### src/design/gcci_pkg.sv
// Shared types and constants for the grid coordinate to crystal id translator.
`timescale 1ns / 1ps

package gcci_pkg;

    // Result field widths
    localparam int ID_W   = 31;
    localparam int PART_W = 3;
    localparam int ROW_W  = 11;
    localparam int COPY_W = 7;
    localparam int CRYS_W = 11;

    // Detector part (module number) codes
    typedef enum logic [PART_W-1:0] {
        PART_NONE       = 3'd0,
        PART_BARREL_A   = 3'd1,
        PART_BARREL_B   = 3'd2,
        PART_FWD_ENDCAP = 3'd3,
        PART_BWD_ENDCAP = 3'd4,
        PART_SHASHLYK   = 3'd5,
        PART_PROTO      = 3'd6
    } part_t;

    // Decimal packing weights
    localparam int WEIGHT_PART = 100000000;
    localparam int WEIGHT_ROW  = 1000000;
    localparam int WEIGHT_COPY = 10000;

    // Theta band limits
    localparam int BARREL_B_MAX  = 29;
    localparam int BARREL_A_END  = 73;
    localparam int FWD_LO        = 200;
    localparam int FWD_HI        = 300;
    localparam int FWD_SPLIT     = 250;
    localparam int BWD_HI        = 400;
    localparam int SHASH_HI      = 500;
    localparam int PROTO_HI      = 600;

    // Quadrant centers and offsets
    localparam int BWD_CENTER    = 350;
    localparam int SHASH_CENTER  = 450;
    localparam int PROTO_OFFSET  = 550;
    localparam int FWD_ROW_HI    = 212;
    localparam int FWD_ROW_LO    = 213;
    localparam int FWD_CRYS_LO   = 286;
    localparam int FWD_CRYS_HI   = 285;
    localparam int BARREL_B_ROW  = 30;
    localparam int BARREL_A_ROW  = 29;

    // Quadrant copy numbers
    localparam int QUAD_UP_HI    = 1;
    localparam int QUAD_UP_LO    = 2;
    localparam int QUAD_DN_LO    = 3;
    localparam int QUAD_DN_HI    = 4;

    // Divide by ten: q = (x * RECIP_MUL) >> RECIP_SHIFT, exact for x below 81920
    localparam int RECIP_W     = 16;
    localparam int RECIP_MUL   = 52429;
    localparam int RECIP_SHIFT = 19;
    localparam int BARREL_CRYS = 10;

endpackage

### src/design/gcci_decode.sv
// Band decode of (theta, phi) into detector part, row, copy and crystal.
`timescale 1ns / 1ps

module gcci_decode #(
    parameter int COORD_WIDTH = 10
) (
    input  logic [COORD_WIDTH-1:0]        theta,
    input  logic [COORD_WIDTH-1:0]        phi,
    output gcci_pkg::part_t               part,
    output logic signed [COORD_WIDTH+1:0] row,
    output logic [COORD_WIDTH-3:0]        copy,
    output logic signed [COORD_WIDTH+1:0] crys
);

    localparam int VAL_W  = COORD_WIDTH + 2;
    localparam int CPY_W  = COORD_WIDTH - 2;
    localparam int Q_W    = COORD_WIDTH - 3;
    localparam int PROD_W = COORD_WIDTH + gcci_pkg::RECIP_W;

    logic signed [VAL_W-1:0]  t_s;
    logic signed [VAL_W-1:0]  p_s;
    logic [COORD_WIDTH-1:0]   phi_m1;
    logic [PROD_W-1:0]        recip_prod;
    logic [Q_W-1:0]           quot;
    logic [COORD_WIDTH-1:0]   quot_x10;
    logic [3:0]               rem;
    logic [CPY_W-1:0]         barrel_copy;
    logic signed [VAL_W-1:0]  barrel_crys;
    logic signed [VAL_W-1:0]  center;
    logic signed [VAL_W-1:0]  quad_row;
    logic signed [VAL_W-1:0]  quad_crys;
    logic [CPY_W-1:0]         quad_copy;
    logic                     t_le_c;
    logic                     p_gt_c;

    assign t_s = $signed({2'b00, theta});
    assign p_s = $signed({2'b00, phi});

    // Barrel: (phi-1)/10 and (phi-1)%10 by reciprocal multiply
    assign phi_m1     = phi - COORD_WIDTH'(1);
    assign recip_prod = PROD_W'(phi_m1) * PROD_W'(gcci_pkg::RECIP_MUL);
    assign quot       = recip_prod[gcci_pkg::RECIP_SHIFT +: Q_W];
    assign quot_x10   = {quot, 3'b000} + COORD_WIDTH'({quot, 1'b0});
    assign rem        = phi_m1[3:0] - quot_x10[3:0];

    // Phi zero truncates toward zero: copy 1, crystal 11
    always_comb begin
        if (phi == '0) begin
            barrel_copy = CPY_W'(1);
            barrel_crys = VAL_W'(gcci_pkg::BARREL_CRYS + 1);
        end else begin
            barrel_copy = CPY_W'(quot) + CPY_W'(1);
            barrel_crys = VAL_W'(gcci_pkg::BARREL_CRYS) - VAL_W'(rem);
        end
    end

    // Quadrant scheme shared by backward endcap and shashlyk
    assign center = (theta < COORD_WIDTH'(gcci_pkg::BWD_HI)) ?
                    VAL_W'(gcci_pkg::BWD_CENTER) : VAL_W'(gcci_pkg::SHASH_CENTER);
    assign t_le_c = (t_s <= center);
    assign p_gt_c = (p_s > center);

    always_comb begin
        if (t_le_c) begin
            quad_row  = center + VAL_W'(1) - t_s;
            quad_copy = p_gt_c ? CPY_W'(gcci_pkg::QUAD_UP_HI) : CPY_W'(gcci_pkg::QUAD_UP_LO);
        end else begin
            quad_row  = t_s - center;
            quad_copy = p_gt_c ? CPY_W'(gcci_pkg::QUAD_DN_HI) : CPY_W'(gcci_pkg::QUAD_DN_LO);
        end
        quad_crys = p_gt_c ? (p_s - center) : (center + VAL_W'(1) - p_s);
    end

    // Band select
    always_comb begin
        part = gcci_pkg::PART_NONE;
        row  = '0;
        copy = '0;
        crys = '0;
        if (theta <= COORD_WIDTH'(gcci_pkg::BARREL_B_MAX)) begin
            part = gcci_pkg::PART_BARREL_B;
            row  = VAL_W'(gcci_pkg::BARREL_B_ROW) - t_s;
            copy = barrel_copy;
            crys = barrel_crys;
        end else if (theta < COORD_WIDTH'(gcci_pkg::BARREL_A_END)) begin
            part = gcci_pkg::PART_BARREL_A;
            row  = t_s - VAL_W'(gcci_pkg::BARREL_A_ROW);
            copy = barrel_copy;
            crys = barrel_crys;
        end else if (theta > COORD_WIDTH'(gcci_pkg::FWD_LO) &&
                     theta < COORD_WIDTH'(gcci_pkg::FWD_HI)) begin
            part = gcci_pkg::PART_FWD_ENDCAP;
            row  = (phi >= COORD_WIDTH'(gcci_pkg::FWD_SPLIT)) ?
                   (p_s - VAL_W'(gcci_pkg::FWD_ROW_HI)) :
                   (p_s - VAL_W'(gcci_pkg::FWD_ROW_LO));
            crys = (theta < COORD_WIDTH'(gcci_pkg::FWD_SPLIT)) ?
                   (VAL_W'(gcci_pkg::FWD_CRYS_LO) - t_s) :
                   (VAL_W'(gcci_pkg::FWD_CRYS_HI) - t_s);
        end else if (theta > COORD_WIDTH'(gcci_pkg::FWD_HI) &&
                     theta < COORD_WIDTH'(gcci_pkg::BWD_HI)) begin
            part = gcci_pkg::PART_BWD_ENDCAP;
            row  = quad_row;
            copy = quad_copy;
            crys = quad_crys;
        end else if (theta > COORD_WIDTH'(gcci_pkg::BWD_HI) &&
                     theta < COORD_WIDTH'(gcci_pkg::SHASH_HI)) begin
            part = gcci_pkg::PART_SHASHLYK;
            row  = quad_row;
            copy = quad_copy;
            crys = quad_crys;
        end else if (theta > COORD_WIDTH'(gcci_pkg::SHASH_HI) &&
                     theta < COORD_WIDTH'(gcci_pkg::PROTO_HI)) begin
            part = gcci_pkg::PART_PROTO;
            row  = t_s - VAL_W'(gcci_pkg::PROTO_OFFSET);
            copy = CPY_W'(1);
            crys = p_s - VAL_W'(gcci_pkg::PROTO_OFFSET);
        end
    end

endmodule

### src/design/gcci_pack.sv
// Packs part, row, copy and crystal into the decimal identifier, modulo 2^31.
`timescale 1ns / 1ps

module gcci_pack #(
    parameter int COORD_WIDTH = 10
) (
    input  gcci_pkg::part_t                part,
    input  logic signed [COORD_WIDTH+1:0]  row,
    input  logic [COORD_WIDTH-3:0]         copy,
    input  logic signed [COORD_WIDTH+1:0]  crys,
    output logic [gcci_pkg::ID_W-1:0]      detector_id
);

    localparam int W = gcci_pkg::ID_W;

    logic [W-1:0] part_term;
    logic [W-1:0] row_term;
    logic [W-1:0] copy_term;

    // Constant-weight products, wrapped to the id width
    assign part_term = W'(part) * W'(gcci_pkg::WEIGHT_PART);
    assign row_term  = W'(row)  * W'(gcci_pkg::WEIGHT_ROW);
    assign copy_term = W'(copy) * W'(gcci_pkg::WEIGHT_COPY);

    assign detector_id = part_term + row_term + copy_term + W'(crys);

endmodule

### src/design/grid_coordinate_to_crystal_id.sv
// Top level: three-register pipeline translating grid coordinates to crystal ids.
`timescale 1ns / 1ps

// Translates a calorimeter grid coordinate (theta, phi) into the packed decimal
// crystal id part*1e8 + row*1e6 + copy*1e4 + crystal, plus its unpacked fields;
// theta outside every band gives part 0 and id 0. One beat in gives exactly one
// beat out, in order. Each beat passes an input register, a decode register
// and an output register, in that order, before m_valid offers it. A new beat
// is taken every cycle unless back-pressure from m_ready reaches the input
// stage. Each stage only stalls while the stage after it is full and blocked,
// so bubbles fill in under back-pressure.
module grid_coordinate_to_crystal_id #(
    parameter int COORD_WIDTH = 10
) (
    input  logic                                 aclk,
    input  logic                                 aresetn,
    input  logic                                 s_valid,
    output logic                                 s_ready,
    input  logic [COORD_WIDTH-1:0]               s_theta_index,
    input  logic [COORD_WIDTH-1:0]               s_phi_index,
    output logic                                 m_valid,
    input  logic                                 m_ready,
    output logic [gcci_pkg::ID_W-1:0]            m_detector_id,
    output logic [gcci_pkg::PART_W-1:0]          m_detector_part,
    output logic signed [gcci_pkg::ROW_W-1:0]    m_row_number,
    output logic [gcci_pkg::COPY_W-1:0]          m_quadrant_copy,
    output logic signed [gcci_pkg::CRYS_W-1:0]   m_crystal_number
);

    localparam int VAL_W = COORD_WIDTH + 2;
    localparam int CPY_W = COORD_WIDTH - 2;

    // Stage valids and readiness
    logic in_valid_reg, mid_valid_reg, out_valid_reg;
    logic in_ready, mid_ready, out_ready;

    // Input stage
    logic [COORD_WIDTH-1:0] theta_reg, phi_reg;

    // Decode stage
    gcci_pkg::part_t          dec_part, part_reg;
    logic signed [VAL_W-1:0]  dec_row, row_reg;
    logic [CPY_W-1:0]         dec_copy, copy_reg;
    logic signed [VAL_W-1:0]  dec_crys, crys_reg;

    // Output stage
    logic [gcci_pkg::ID_W-1:0]          pack_id, id_out_reg;
    logic [gcci_pkg::PART_W-1:0]        part_out_reg;
    logic signed [gcci_pkg::ROW_W-1:0]  row_out_reg;
    logic [gcci_pkg::COPY_W-1:0]        copy_out_reg;
    logic signed [gcci_pkg::CRYS_W-1:0] crys_out_reg;

    assign out_ready = !out_valid_reg || m_ready;
    assign mid_ready = !mid_valid_reg || out_ready;
    assign in_ready  = !in_valid_reg  || mid_ready;
    assign s_ready   = in_ready;

    gcci_decode #(.COORD_WIDTH(COORD_WIDTH)) u_decode (
        .theta (theta_reg),
        .phi   (phi_reg),
        .part  (dec_part),
        .row   (dec_row),
        .copy  (dec_copy),
        .crys  (dec_crys)
    );

    gcci_pack #(.COORD_WIDTH(COORD_WIDTH)) u_pack (
        .part        (part_reg),
        .row         (row_reg),
        .copy        (copy_reg),
        .crys        (crys_reg),
        .detector_id (pack_id)
    );

    // Valid pipeline
    always_ff @(posedge aclk) begin
        if (!aresetn) begin
            in_valid_reg  <= 1'b0;
            mid_valid_reg <= 1'b0;
            out_valid_reg <= 1'b0;
        end else begin
            if (in_ready)  in_valid_reg  <= s_valid;
            if (mid_ready) mid_valid_reg <= in_valid_reg;
            if (out_ready) out_valid_reg <= mid_valid_reg;
        end
    end

    // Payload pipeline
    always_ff @(posedge aclk) begin
        if (in_ready && s_valid) begin
            theta_reg <= s_theta_index;
            phi_reg   <= s_phi_index;
        end
        if (mid_ready && in_valid_reg) begin
            part_reg <= dec_part;
            row_reg  <= dec_row;
            copy_reg <= dec_copy;
            crys_reg <= dec_crys;
        end
        if (out_ready && mid_valid_reg) begin
            id_out_reg   <= pack_id;
            part_out_reg <= part_reg;
            row_out_reg  <= row_reg[gcci_pkg::ROW_W-1:0];
            copy_out_reg <= copy_reg[gcci_pkg::COPY_W-1:0];
            crys_out_reg <= crys_reg[gcci_pkg::CRYS_W-1:0];
        end
    end

    assign m_valid          = out_valid_reg;
    assign m_detector_id    = id_out_reg;
    assign m_detector_part  = part_out_reg;
    assign m_row_number     = row_out_reg;
    assign m_quadrant_copy  = copy_out_reg;
    assign m_crystal_number = crys_out_reg;

    // No band means an all-zero id
    assert property (@(posedge aclk) disable iff (!aresetn)
        m_valid && (m_detector_part == gcci_pkg::PART_NONE) |-> (m_detector_id == '0))
        else $error("no-band beat with nonzero id");

    // Barrel crystal is always 1..11
    assert property (@(posedge aclk) disable iff (!aresetn)
        m_valid && (m_detector_part == gcci_pkg::PART_BARREL_A ||
                    m_detector_part == gcci_pkg::PART_BARREL_B)
        |-> (m_crystal_number >= 1 && m_crystal_number <= 11))
        else $error("barrel crystal out of range");

    // Quadrant parts carry copy 1..4
    assert property (@(posedge aclk) disable iff (!aresetn)
        m_valid && (m_detector_part == gcci_pkg::PART_BWD_ENDCAP ||
                    m_detector_part == gcci_pkg::PART_SHASHLYK)
        |-> (m_quadrant_copy >= 1 && m_quadrant_copy <= 4))
        else $error("quadrant copy out of range");

    // Forward endcap has copy 0, prototype copy 1
    assert property (@(posedge aclk) disable iff (!aresetn)
        m_valid && (m_detector_part == gcci_pkg::PART_FWD_ENDCAP) |-> (m_quadrant_copy == 0))
        else $error("forward endcap copy nonzero");

    assert property (@(posedge aclk) disable iff (!aresetn)
        m_valid && (m_detector_part == gcci_pkg::PART_PROTO) |-> (m_quadrant_copy == 1))
        else $error("prototype copy not one");

    // An accepted beat occupies the input stage next cycle
    assert property (@(posedge aclk) disable iff (!aresetn)
        s_valid && s_ready |=> in_valid_reg)
        else $error("accepted beat lost at input stage");

endmodule
### config.mk
export PLATFORM = sky130hd
export DESIGN_NAME = grid_coordinate_to_crystal_id
export DESIGN_NICKNAME = d
export VERILOG_FILES = /design/src/design/gcci_pkg.sv /design/src/design/gcci_decode.sv /design/src/design/gcci_pack.sv /design/src/design/grid_coordinate_to_crystal_id.sv
export SDC_FILE = /design/constraint.sdc
export NUM_CORES = 1
export LEC_CHECK = 0
export BUFFER_PORTS_ARGS = -buffer_cell sky130_fd_sc_hd__buf_2
export CAP_MARGIN = 20
export CELL_PAD_IN_SITES_DETAIL_PLACEMENT = 1
export CELL_PAD_IN_SITES_GLOBAL_PLACEMENT = 1
export CORE_MARGIN = 2
export CORE_UTILIZATION = 30
export CTS_CLUSTER_DIAMETER = 200
export DETAILED_ROUTE_END_ITERATION = 16
export PLACE_DENSITY_LB_ADDON = 0.1
export REMOVE_ABC_BUFFERS = 1
export SETUP_SLACK_MARGIN = 0.15
export SLEW_MARGIN = 30
export SYNTH_ARGS = -nofsm -noshare
export SYNTH_HDL_FRONTEND = slang
export SYNTH_HIERARCHICAL = 1
export SYNTH_SLANG_ARGS = --single-unit
### constraint.sdc
create_clock -name aclk -period 15.49 [get_ports aclk]
set_clock_uncertainty 0.05 [all_clocks]
set_input_delay 3.098 -clock aclk [delete_from_list [all_inputs] [get_ports aclk]]
set_output_delay 3.098 -clock aclk [all_outputs]
set_load 0.01 [all_outputs]
Yosys cells after proc, flatten, opt, wreduce, memory -nomap -nowiden
Cells that the tools add are included.
{"block": "word_totals", "regBits": 121, "in_bits": 24, "out_inout_bits": 65, "word_cells": 102}
{"block": "op_classes", "addsub": 21, "mul": 4, "n_lt_le_gt_ge": 14, "muxes": 33, "reduce_logical": 15}
{"cell": "2-to-1 mux 12 bit", "n": 17}
{"cell": "2-to-1 mux 8 bit", "n": 8}
{"cell": "adder 30 x 31 -> 31 bit", "n": 1}
{"cell": "adder 31 x 22 -> 31 bit", "n": 1}
{"cell": "adder 31 bit", "n": 1}
{"cell": "greater-than comparator 10 x 9 -> 1 bit, second input constant", "n": 3}
{"cell": "< comparator 10 x 9 -> 1 bit, second input constant", "n": 3}
{"cell": "multiplier 10 x 16 -> 26 bit, second input constant", "n": 1}
{"cell": "multiplier 12 x 15 -> 25 bit, second input constant", "n": 1}
{"cell": "subtractor 11 x 12 -> 12 bit", "n": 2}
{"cell": "subtractor 12 x 11 -> 12 bit", "n": 2}
{"cell": "multiplier 3 x 19 -> 22 bit, second input constant", "n": 1}
{"cell": "subtractor 10 x 10 -> 11 bit, second input constant", "n": 2}
{"cell": "subtractor 10 x 8 -> 11 bit, second input constant", "n": 2}
{"cell": "subtractor 9 x 10 -> 11 bit, first input constant", "n": 2}
{"cell": "multiplier 8 x 10 -> 18 bit, second input constant", "n": 1}
{"cell": "adder 12 x 2 -> 12 bit, second input constant", "n": 1}
{"cell": "greater-than comparator 11 x 12 -> 1 bit", "n": 1}
{"cell": "less-or-equal comparator 11 x 12 -> 1 bit", "n": 1}
{"cell": "2-to-1 mux 3 bit", "n": 4}
{"cell": "subtractor 10 x 5 -> 11 bit, second input constant", "n": 1}
{"cell": "subtractor 5 x 10 -> 11 bit, first input constant", "n": 1}
{"cell": "greater-or-equal comparator 10 x 8 -> 1 bit, second input constant", "n": 1}
{"cell": "greater-than comparator 10 x 8 -> 1 bit, second input constant", "n": 1}
{"cell": "other kinds (16)", "n": 28}

Depth between registers and ports, before layout
Gate-level depths: netlist (run 1).
{"block": "logic_depth", "depth_word": 10, "depth_mapped": 31}

Modules after synthesis
The synthesis (run 1) kept the hierarchy.
{"module": "gcci_pack", "n_inst": 1, "cells_per_inst": 746, "area_per_inst_um2": 6678.9}
{"module": "gcci_decode", "n_inst": 1, "cells_per_inst": 710, "area_per_inst_um2": 5338.9}
{"module": "grid_coordinate_to_crystal_id", "n_inst": 1, "cells_per_inst": 131, "area_per_inst_um2": 3681.0}

Worst setup path before layout (run 1)
No wires, ideal clock.
{"block": "synth_timing", "path_type": "reg-to-reg", "start": "register phi_reg[0]", "end": "register crys_reg[9] (data pin)", "setup_time_ns": 0.159, "t_arrival_ns": 7.228, "t_required_ns": 15.281, "setup_slack_ns": 8.053, "stages_incl_launch_ff": 26, "n_path_buf": 1, "period_less_slack_ns": 7.437, "path_cell_list": "edfxtp_1 inv_1 ha_1 o21ai_0 or3_1 or3_1 xnor2_1 ha_1 inv_1 fa_1 inv_1 fa_1 fa_1 fa_1 ha_1 a31o_2 a2111oi_0 a31oi_1 xor2_1 ha_1 a221o_1 o21ai_1 xnor3_1 or3_1 buf_6 o2111ai_2"}
{"block": "synth_between", "elab_chain_len": 8}
{"item": "from (decl)", "line_no": "grid_coordinate_to_crystal_id.sv:38", "text": "logic [COORD_WIDTH-1:0] theta_reg, phi_reg;"}
{"item": "from (signal assigned)", "line_no": "grid_coordinate_to_crystal_id.sv:92", "text": "phi_reg <= s_phi_index;"}
{"item": "subtractor 10 x 1 -> 10 bit", "line_no": "gcci_decode.sv:40", "text": "assign phi_m1 = phi - COORD_WIDTH'(1);"}
{"item": "multiplier 10 x 16 -> 26 bit", "line_no": "gcci_decode.sv:41", "text": "assign recip_prod = PROD_W'(phi_m1) * PROD_W'(gcci_pkg::RECIP_MUL);"}
{"item": "adder 4 bit", "line_no": "gcci_decode.sv:43", "text": "assign quot_x10 = {quot, 3'b000} + COORD_WIDTH'({quot, 1'b0});"}
{"item": "subtractor 4 bit", "line_no": "gcci_decode.sv:44", "text": "assign rem = phi_m1[3:0] - quot_x10[3:0];"}
{"item": "subtractor 4 x 4 -> 5 bit", "line_no": "gcci_decode.sv:53", "text": "barrel_crys = VAL_W'(gcci_pkg::BARREL_CRYS) - VAL_W'(rem);"}
{"item": "2-to-1 mux 12 bit", "line_no": "gcci_decode.sv:48", "text": "if (phi == '0) begin"}
{"item": "2-to-1 mux 12 bit", "line_no": "gcci_decode.sv:85", "text": "end else if (theta < COORD_WIDTH'(gcci_pkg::BARREL_A_END)) begin"}
{"item": "2-to-1 mux 12 bit *", "line_no": "gcci_decode.sv:80", "text": "if (theta <= COORD_WIDTH'(gcci_pkg::BARREL_B_MAX)) begin"}
{"item": "net dec_crys[9]", "line_no": "grid_coordinate_to_crystal_id.sv:44", "text": "logic signed [VAL_W-1:0] dec_crys, crys_reg;"}
{"item": "to (signal assigned)", "line_no": "grid_coordinate_to_crystal_id.sv:98", "text": "crys_reg <= dec_crys;"}
{"item": "to (decl)", "line_no": "grid_coordinate_to_crystal_id.sv:44"}
Mark *: on every way through the listed nets, which the timed path passes. The rest lies on a longest branch.
A chain may end at the register's enable or synchronous reset.

Final worst setup path (run 1)
{"block": "layout_timing", "start": "register phi_reg[0]", "end": "register crys_reg[11] (data pin)"}
The elaborated chain is that of the path after synthesis.

==> key figures, run 1 <==
Routing
  • Drt initial violations: between 400 and 500
  • Average vias per placed instance: a little under 5
  • Vias: between 10000 and 15000
  • Routed wire per std cell: roughly 19 um
  • TritonRoute pass-1 iters: 5
  • DRC: 0
  • Total Wirelength: ~45 mm
  • Antenna Nets Post-Route: 0

Critical path
  • CP Class: flop to flop
  • Data required, critical path: 15.76 ns
  • Slowest-stage cell, CP: edfxtp_1
  • Startpoint Class: flop
  • Crit path largest cell delay: about 0.69 ns
  • CP endpoint kind: flop
  • Critical Path, Cell by Cell: inv_1, ha_1, o21ai_0, or3_1, or3_1, xnor2_1, ha_1, inv_1, fa_1, inv_1, fa_1, fa_1, fa_1, ha_1, a31o_2, a2111oi_0, a31oi_1, xor2_1, ha_1, a221o_1, o21ai_1, xnor3_1, or3_1, nand3_1
  • Buf+Inv Stages, Crit Path: 3
  • Family with the most delay on the worst path: adder cells
  • CP arrival: between 8 and 9 ns
  • Max FO, Critical Path: 12

CTS
  • CTS Buf Count: 17
  • Num Clock Sinks: 121
  • Clock Root Buffer: clkbuf_16
  • Postcts setup bufs: 0
  • H-tree depth: 4
  • CTS clk-pin slew, worst paths: approximately 0.070 ns
  • Clk buf depth: 2
  • CTS tree: done
  • Post-CTS Hold Fix Bufs: 0
  • Latest clock arrival within the worst-skew pair: approximately 0.47 ns
  • Post-CTS Resized: 0

Finish
  • Ratio of cells with drive above 1 in the final layout: between 10% and 20%
  • Nets: about 2100
  • Diode count: 0
  • Fin cells: approximately 2400
  • Largest register FFs: 31
  • Layout area overhead: 11.2%
  • Util after Layout: 33.9%

Logic synthesis
  • Synthesized area per cell: roughly 9.9 um2
  • Ys Warns: 6
  • Ys flop type: edfxtp_1
  • Mapped cell area: ~16000 um2
  • Post-synth EDFFs: around 120
  • Register bit total from synthesis: 121
  • Yosys cell types: 94
  • Post-Syn Instances: about 1600
  • Synth top area share: between 20% and 30%
  • Top post-synthesis cells by area: edfxtp_1 23%, ha_1 22%, fa_1 16%, inv_1 6.0%, xnor2_1 4.0%
  • Post-synth ARST share: 0%
  • Largest area contributor in the netlist: edfxtp_1
  • Register area share after synthesis: 23.0%

Floorplan
  • Core region area: between 50000 and 60000 um2
  • # IOs: 89
  • Cell Rows: 83
  • Initial Util: 30.5%
  • Die area: roughly 54000 um2
  • Die Wd: roughly 230 um
  • Die Span Y: 233 um

STA
  • # setup viols final: 0
  • Worst slew margin: around two fifths
  • Fin. Hold Viols: 0
  • Fin crit period: between 8 and 9 ns
  • F_max: 118 MHz
  • Slew Limit Fails: 0
  • Slew @ Worst Pin: 0.874 ns
  • RSZ-0062 raised after global routing: no
  • Period Utilization, post-route: a little over half
  • Setup TNS: 0 ns
  • Worst Hold Slack: about 0.42 ns

Global routing
  • Initial antenna violation count: 0
  • Global-route wire length before repair: between 70 and 80 mm
  • Largest net degree at the start of global routing: 31
  • Vias in the first global route: 12525
  • All-Layer GR Usage: between 15 and 20%
  • Grt ovf: 0

Flow run
  • Max Cap Viol: 0

Placement
  • GPL Wtd Cong: roughly 0.86
  • Placed cell count: ~2300
  • IO buf count: between 80 and 90
  • DPL Wire Length: approximately 37 mm

Outcome
  • Status: completed

Min path
  • HP Class: flop to flop
logic make-up (layout without fill, tap and decap cells):
| kind of cell | count (synthesis) | in the layout | share of synthesized area, % |
|---|---|---|---|
| XOR/XNOR | 117 | 117 | 6.75 |
| AND/OR/NAND/NOR | 298 | 298 | 9.44 |
| adder cells (fa/ha/maj) | 397 | 397 | 37.5 |
| multiplexers | 5 | 5 | 0.327 |
| buffers and inverters | 296 | 380 | 7.24 |
| flip-flops | 121 | 121 | 23.0 |
| AO/OA/AOI/OAI | 353 | 353 | 15.8 |
path summary, 6_finish.rpt:
| check | start | endpoint | slack, ns | cells after the start |
|---|---|---|---|---|
| setup / recovery | phi_reg[0] | crys_reg[11] | 7.00 | 24 |
| setup reg to reg | phi_reg[0] | crys_reg[11] | 7.00 | 24 |
| hold reg to reg | crys_reg[9] | m_crystal_number[9] | 0.42 | 0 |
| hold / removal | crys_reg[9] | m_crystal_number[9] | 0.42 | 0 |
layout by cell type (no fill, tap or decap), drive strengths merged, types with 16 or more instances in the layout:
cell type	count
fa	123
clkbuf	18
o211ai	16
a21oi	84
xnor2	72
edfxtp	118
o21ai	69
ha	274
a21o	37
xor2	43
buf	97
nand2	91
nand3	31
nor3	26
nor2	58
inv	254
a31oi	20
cells in the mapped netlist (all sizes together), types with 20 or more instances:
library cell  count
a21o             37
edfxtp          118
nor3             26
nand2            91
fa              123
inv             252
nand3            31
nor2             58
o21ai            69
a21oi            84
xor2             43
a31oi            20
ha              274
clkbuf           33
xnor2            72
worst reg2reg max path: stages, from the launching register on:
cell and delay, ns:
edfxtp_1 0.69, inv_1 0.40, ha_1 0.36, o21ai_0 0.19, or3_1 0.37, or3_1 0.35
xnor2_1 0.45, ha_1 0.24, inv_1 0.06, fa_1 0.53, inv_1 0.10, fa_1 0.58
fa_1 0.44, fa_1 0.40, ha_1 0.35, a31o_2 0.26, a2111oi_0 0.44, a31oi_1 0.18
xor2_1 0.26, ha_1 0.32, a221o_1 0.33, o21ai_1 0.10, xnor3_1 0.27, or3_1 0.51
nand3_1 0.14
cell type report:
class                           count  area, um2
Tap cell                          680        851
Sequential cell                   121       3600
Clock inverter                     13        100
Fill cell                        5917      34100
Timing Repair Buffer               97        548
Multi-Input combinational cell   1170      11000
Clock buffer                       18        429
Inverter                          252        946
metal layers:
layer  vias to the layer above  track usage, %  wire length, um  share of wire [%]
li1                       5695               -                -                  -
met1                      5816            23.2            21500                 48
met2                       142            29.2            21500                 48
met3                        30            2.60             1090                2.4
met4                         0            4.10              553                1.2
met5                         -               0                0                  0
stage by stage:
stage / setup WS [ns] / area (um2)
2_1_floorplan: 8.03 / 15500
3_3_place_gp: 7.16 / 16900
3_5_place_dp: 6.99 / 16900
4_1_cts: 6.94 / 17500
5_1_grt: 6.39 / 17500
6_report: 7.00 / 17500
Power of run 1 is left out: the tool's default activity adds up to more than one toggle a clock period on the data nets, which glitch-free logic cannot reach.
==> inputs of run 2 (changes only) <==
clock period = 8 ns   (was 15.49 ns; I/O delays follow)
==> run 2 against run 1 <==
  * Routed wire length rose by 1.7%
  * First-iteration DRC count is 7.4% higher
  * Clock-buffer cell count fell by 1
  * Non-clock buffer count up 34
  * Sequential share of layout area fell by 0.42 points
  * Hold slack worse by 0.024 ns
  * Worst setup slack got worse by 6.4 ns
  * Via count up 1.8%
  * Flip-flop and latch count stayed put
  * Maximum frequency is 14% higher
  * Highest routed layer unchanged
==> key figures, run 2 (synthesized netlist as in run 1, its figures left out) <==
Floorplan
  • Die Wd: 233 um (unchanged)
  • Die area: 54200 um2 (unchanged)
  • # IOs: 89 (unchanged)
  • Core region area: 51500 um2 (unchanged)
  • Die Span Y: 233 um (unchanged)
  • Cell Rows: 83 (unchanged)
  • Initial Util: 30.5% (unchanged)

Global routing
  • Grt ovf: 0 (unchanged)
  • Largest net degree at the start of global routing: 33 (+6.5%)
  • Initial antenna violation count: 1 (+1)
  • Global-route wire length before repair: 72.9 mm (+2.0%)
  • All-Layer GR Usage: 17.6% (+0.33 points)
  • Vias in the first global route: 12874 (+2.8%)

CTS
  • H-tree depth: 4 (unchanged)
  • Latest clock arrival within the worst-skew pair: 0.48 ns (about the same)
  • Post-CTS Hold Fix Bufs: 0 (unchanged)
  • Clock Root Buffer: clkbuf_16
  • Num Clock Sinks: 121 (unchanged)
  • CTS clk-pin slew, worst paths: 0.06 ns (about the same)
  • CTS Buf Count: 17 (unchanged)
  • CTS tree: done
  • Clk buf depth: 2 (unchanged)

Finish
  • Diode count: 0 (unchanged)
  • Most common cell after layout, fill and taps aside: ha_1
  • Most frequent cells in the layout: 274 x ha_1, 249 x inv_1, 123 x fa_1
  • Fillers: 5897 (-0.34%)
  • Largest register FFs: 31 (unchanged)
  • Nets: 2114 (+1.6%)
  • Ratio of cells with drive above 1 in the final layout: 12.3% (+2.1 points)
  • Layout area overhead: 13.5%

Placement
  • IO buf count: 88 (unchanged)
  • DPL Wire Length: 37.0 mm (+1.1%)
  • GPL Wtd Cong: 0.828 (-3.2%)

Critical path
  • Critical Path, Cell by Cell: inv_2, ha_1, o21ai_0, or3_1, or3_1, xnor2_2, ha_1, inv_1, fa_1, inv_1, fa_1, fa_1, fa_1, ha_1, a31o_2, a2111oi_1, a31oi_1, xor2_1, ha_1, a221o_1, o21ai_1, xnor3_1, or3_4, nand2_1
  • Crit path largest cell delay: 0.57 ns (-0.12 ns)
  • Family with the most delay on the worst path: adder cells
  • CP endpoint kind: flop
  • Slowest-stage cell, CP: fa_1
  • Buf+Inv Stages, Crit Path: 3 (unchanged)
  • Max FO, Critical Path: 8 (-4)
  • Data required, critical path: 8.28 ns (-7.48 ns)
  • CP Class: flop to flop
  • Worst reg2reg setup slack: 0.58 ns (-6.42 ns)
  • CP arrival: 7.70 ns (-1.07 ns)
  • Startpoint Class: flop

STA
  • Fin crit period: 7.42 ns (-1.07 ns)
  • Setup TNS: 0 ns (unchanged)
  • # setup viols final: 0 (unchanged)
  • F_max: 135 MHz (+14%)
  • Slew @ Worst Pin: 0.828 ns (-0.0457 ns)
  • Slew Limit Fails: 0 (unchanged)
  • Fin. Hold Viols: 0 (unchanged)
  • Worst slew margin: 44.8% (+3.5 points)
  • RSZ-0062 raised after global routing: no
  • Period Utilization, post-route: 92.8% (+38 points)

Routing
  • Drt initial violations: 509 (+7.4%)
  • Total Wirelength: 45.4 mm (+1.7%)
  • DRC: 0 (unchanged)
  • Vias: 11893 (+1.8%)
  • TritonRoute pass-1 iters: 5 (unchanged)
  • Average vias per placed instance: 4.98 (+0.30%)
  • Routed wire per std cell: 19.0 um (+0.21%)
  • Antenna Nets Post-Route: 0 (unchanged)

Outcome
  • Status: completed

Flow run
  • Max Cap Viol: 0 (unchanged)

Min path
  • HP Class: flop to flop
[run 2: changes by cell type in the layout (fill, tap and decap cells not counted), sizes merged]
cell,change
clkinvlp,-2
buf,+34
bufinv,+4
clkbuf,-1
[run 2: area by class of cell]
class	instances	area (um2)	share of cell area [%]
Multi-Input combinational cell	1170	11000	61.7
Sequential cell	121	3600	20.2
Inverter	252	946	5.31
Tap cell	680	851	4.77
Timing Repair Buffer	131	803	4.51
Clock buffer	17	425	2.39
Clock inverter	15	199	1.12
[run 2: path summary, 6_finish.rpt]
path / start / endpoint / cells past startpoint
worst min register to register: crys_reg[0] / m_detector_id[0] / 0
worst min-delay path: crys_reg[0] / m_detector_id[0] / 0
worst max-delay path: phi_reg[3] / crys_reg[6] / 24
worst max register to register: phi_reg[3] / crys_reg[6] / 24
[run 2: worst reg2reg max path, delay by kind of cell (launching register included)]
kind / cells / cell delay [ns]
adder cells (fa/ha/maj): 8 / 3.12
AO/OA/AOI/OAI: 6 / 1.39
AND/OR/NAND/NOR: 4 / 1.29
XOR/XNOR: 3 / 0.75
flip-flops: 1 / 0.40
buffers and inverters: 3 / 0.29
[run 2: per-layer routing]
metal,global-route usage [%],vias up,part of all wire (%)
met5,0,-,0
met4,4.40,0,1.4
met3,2.46,34,2.4
met2,30.2,149,48
met1,23.3,5933,48
li1,-,5777,-
[run 2: through the flow]
| stage | hold WS [ns] | utilization (%) | std cells | setup slack (ns) | instance area [um2] |
|---|---|---|---|---|---|
| floorplan | 0.371 | - | 1543 | 0.544 | 15500 |
| global placement | 0.376 | 33.1 | 2344 | 0.456 | 17100 |
| detailed placement | 0.383 | 33.2 | 2345 | 0.371 | 17100 |
| CTS | 0.394 | 34.4 | 2377 | 0.350 | 17700 |
| global route | 0.403 | 34.6 | 2386 | 0.155 | 17800 |
| finish | 0.392 | 34.6 | 2386 | 0.578 | 17800 |
[run 2: repair_timing]
action / 4_1_cts / 5_1_grt
buffers inserted: 0 / 8
resized for setup: 0 / 7
endpoints found under the setup margin: 0 / 11
Power of run 2 is left out for the same reason.
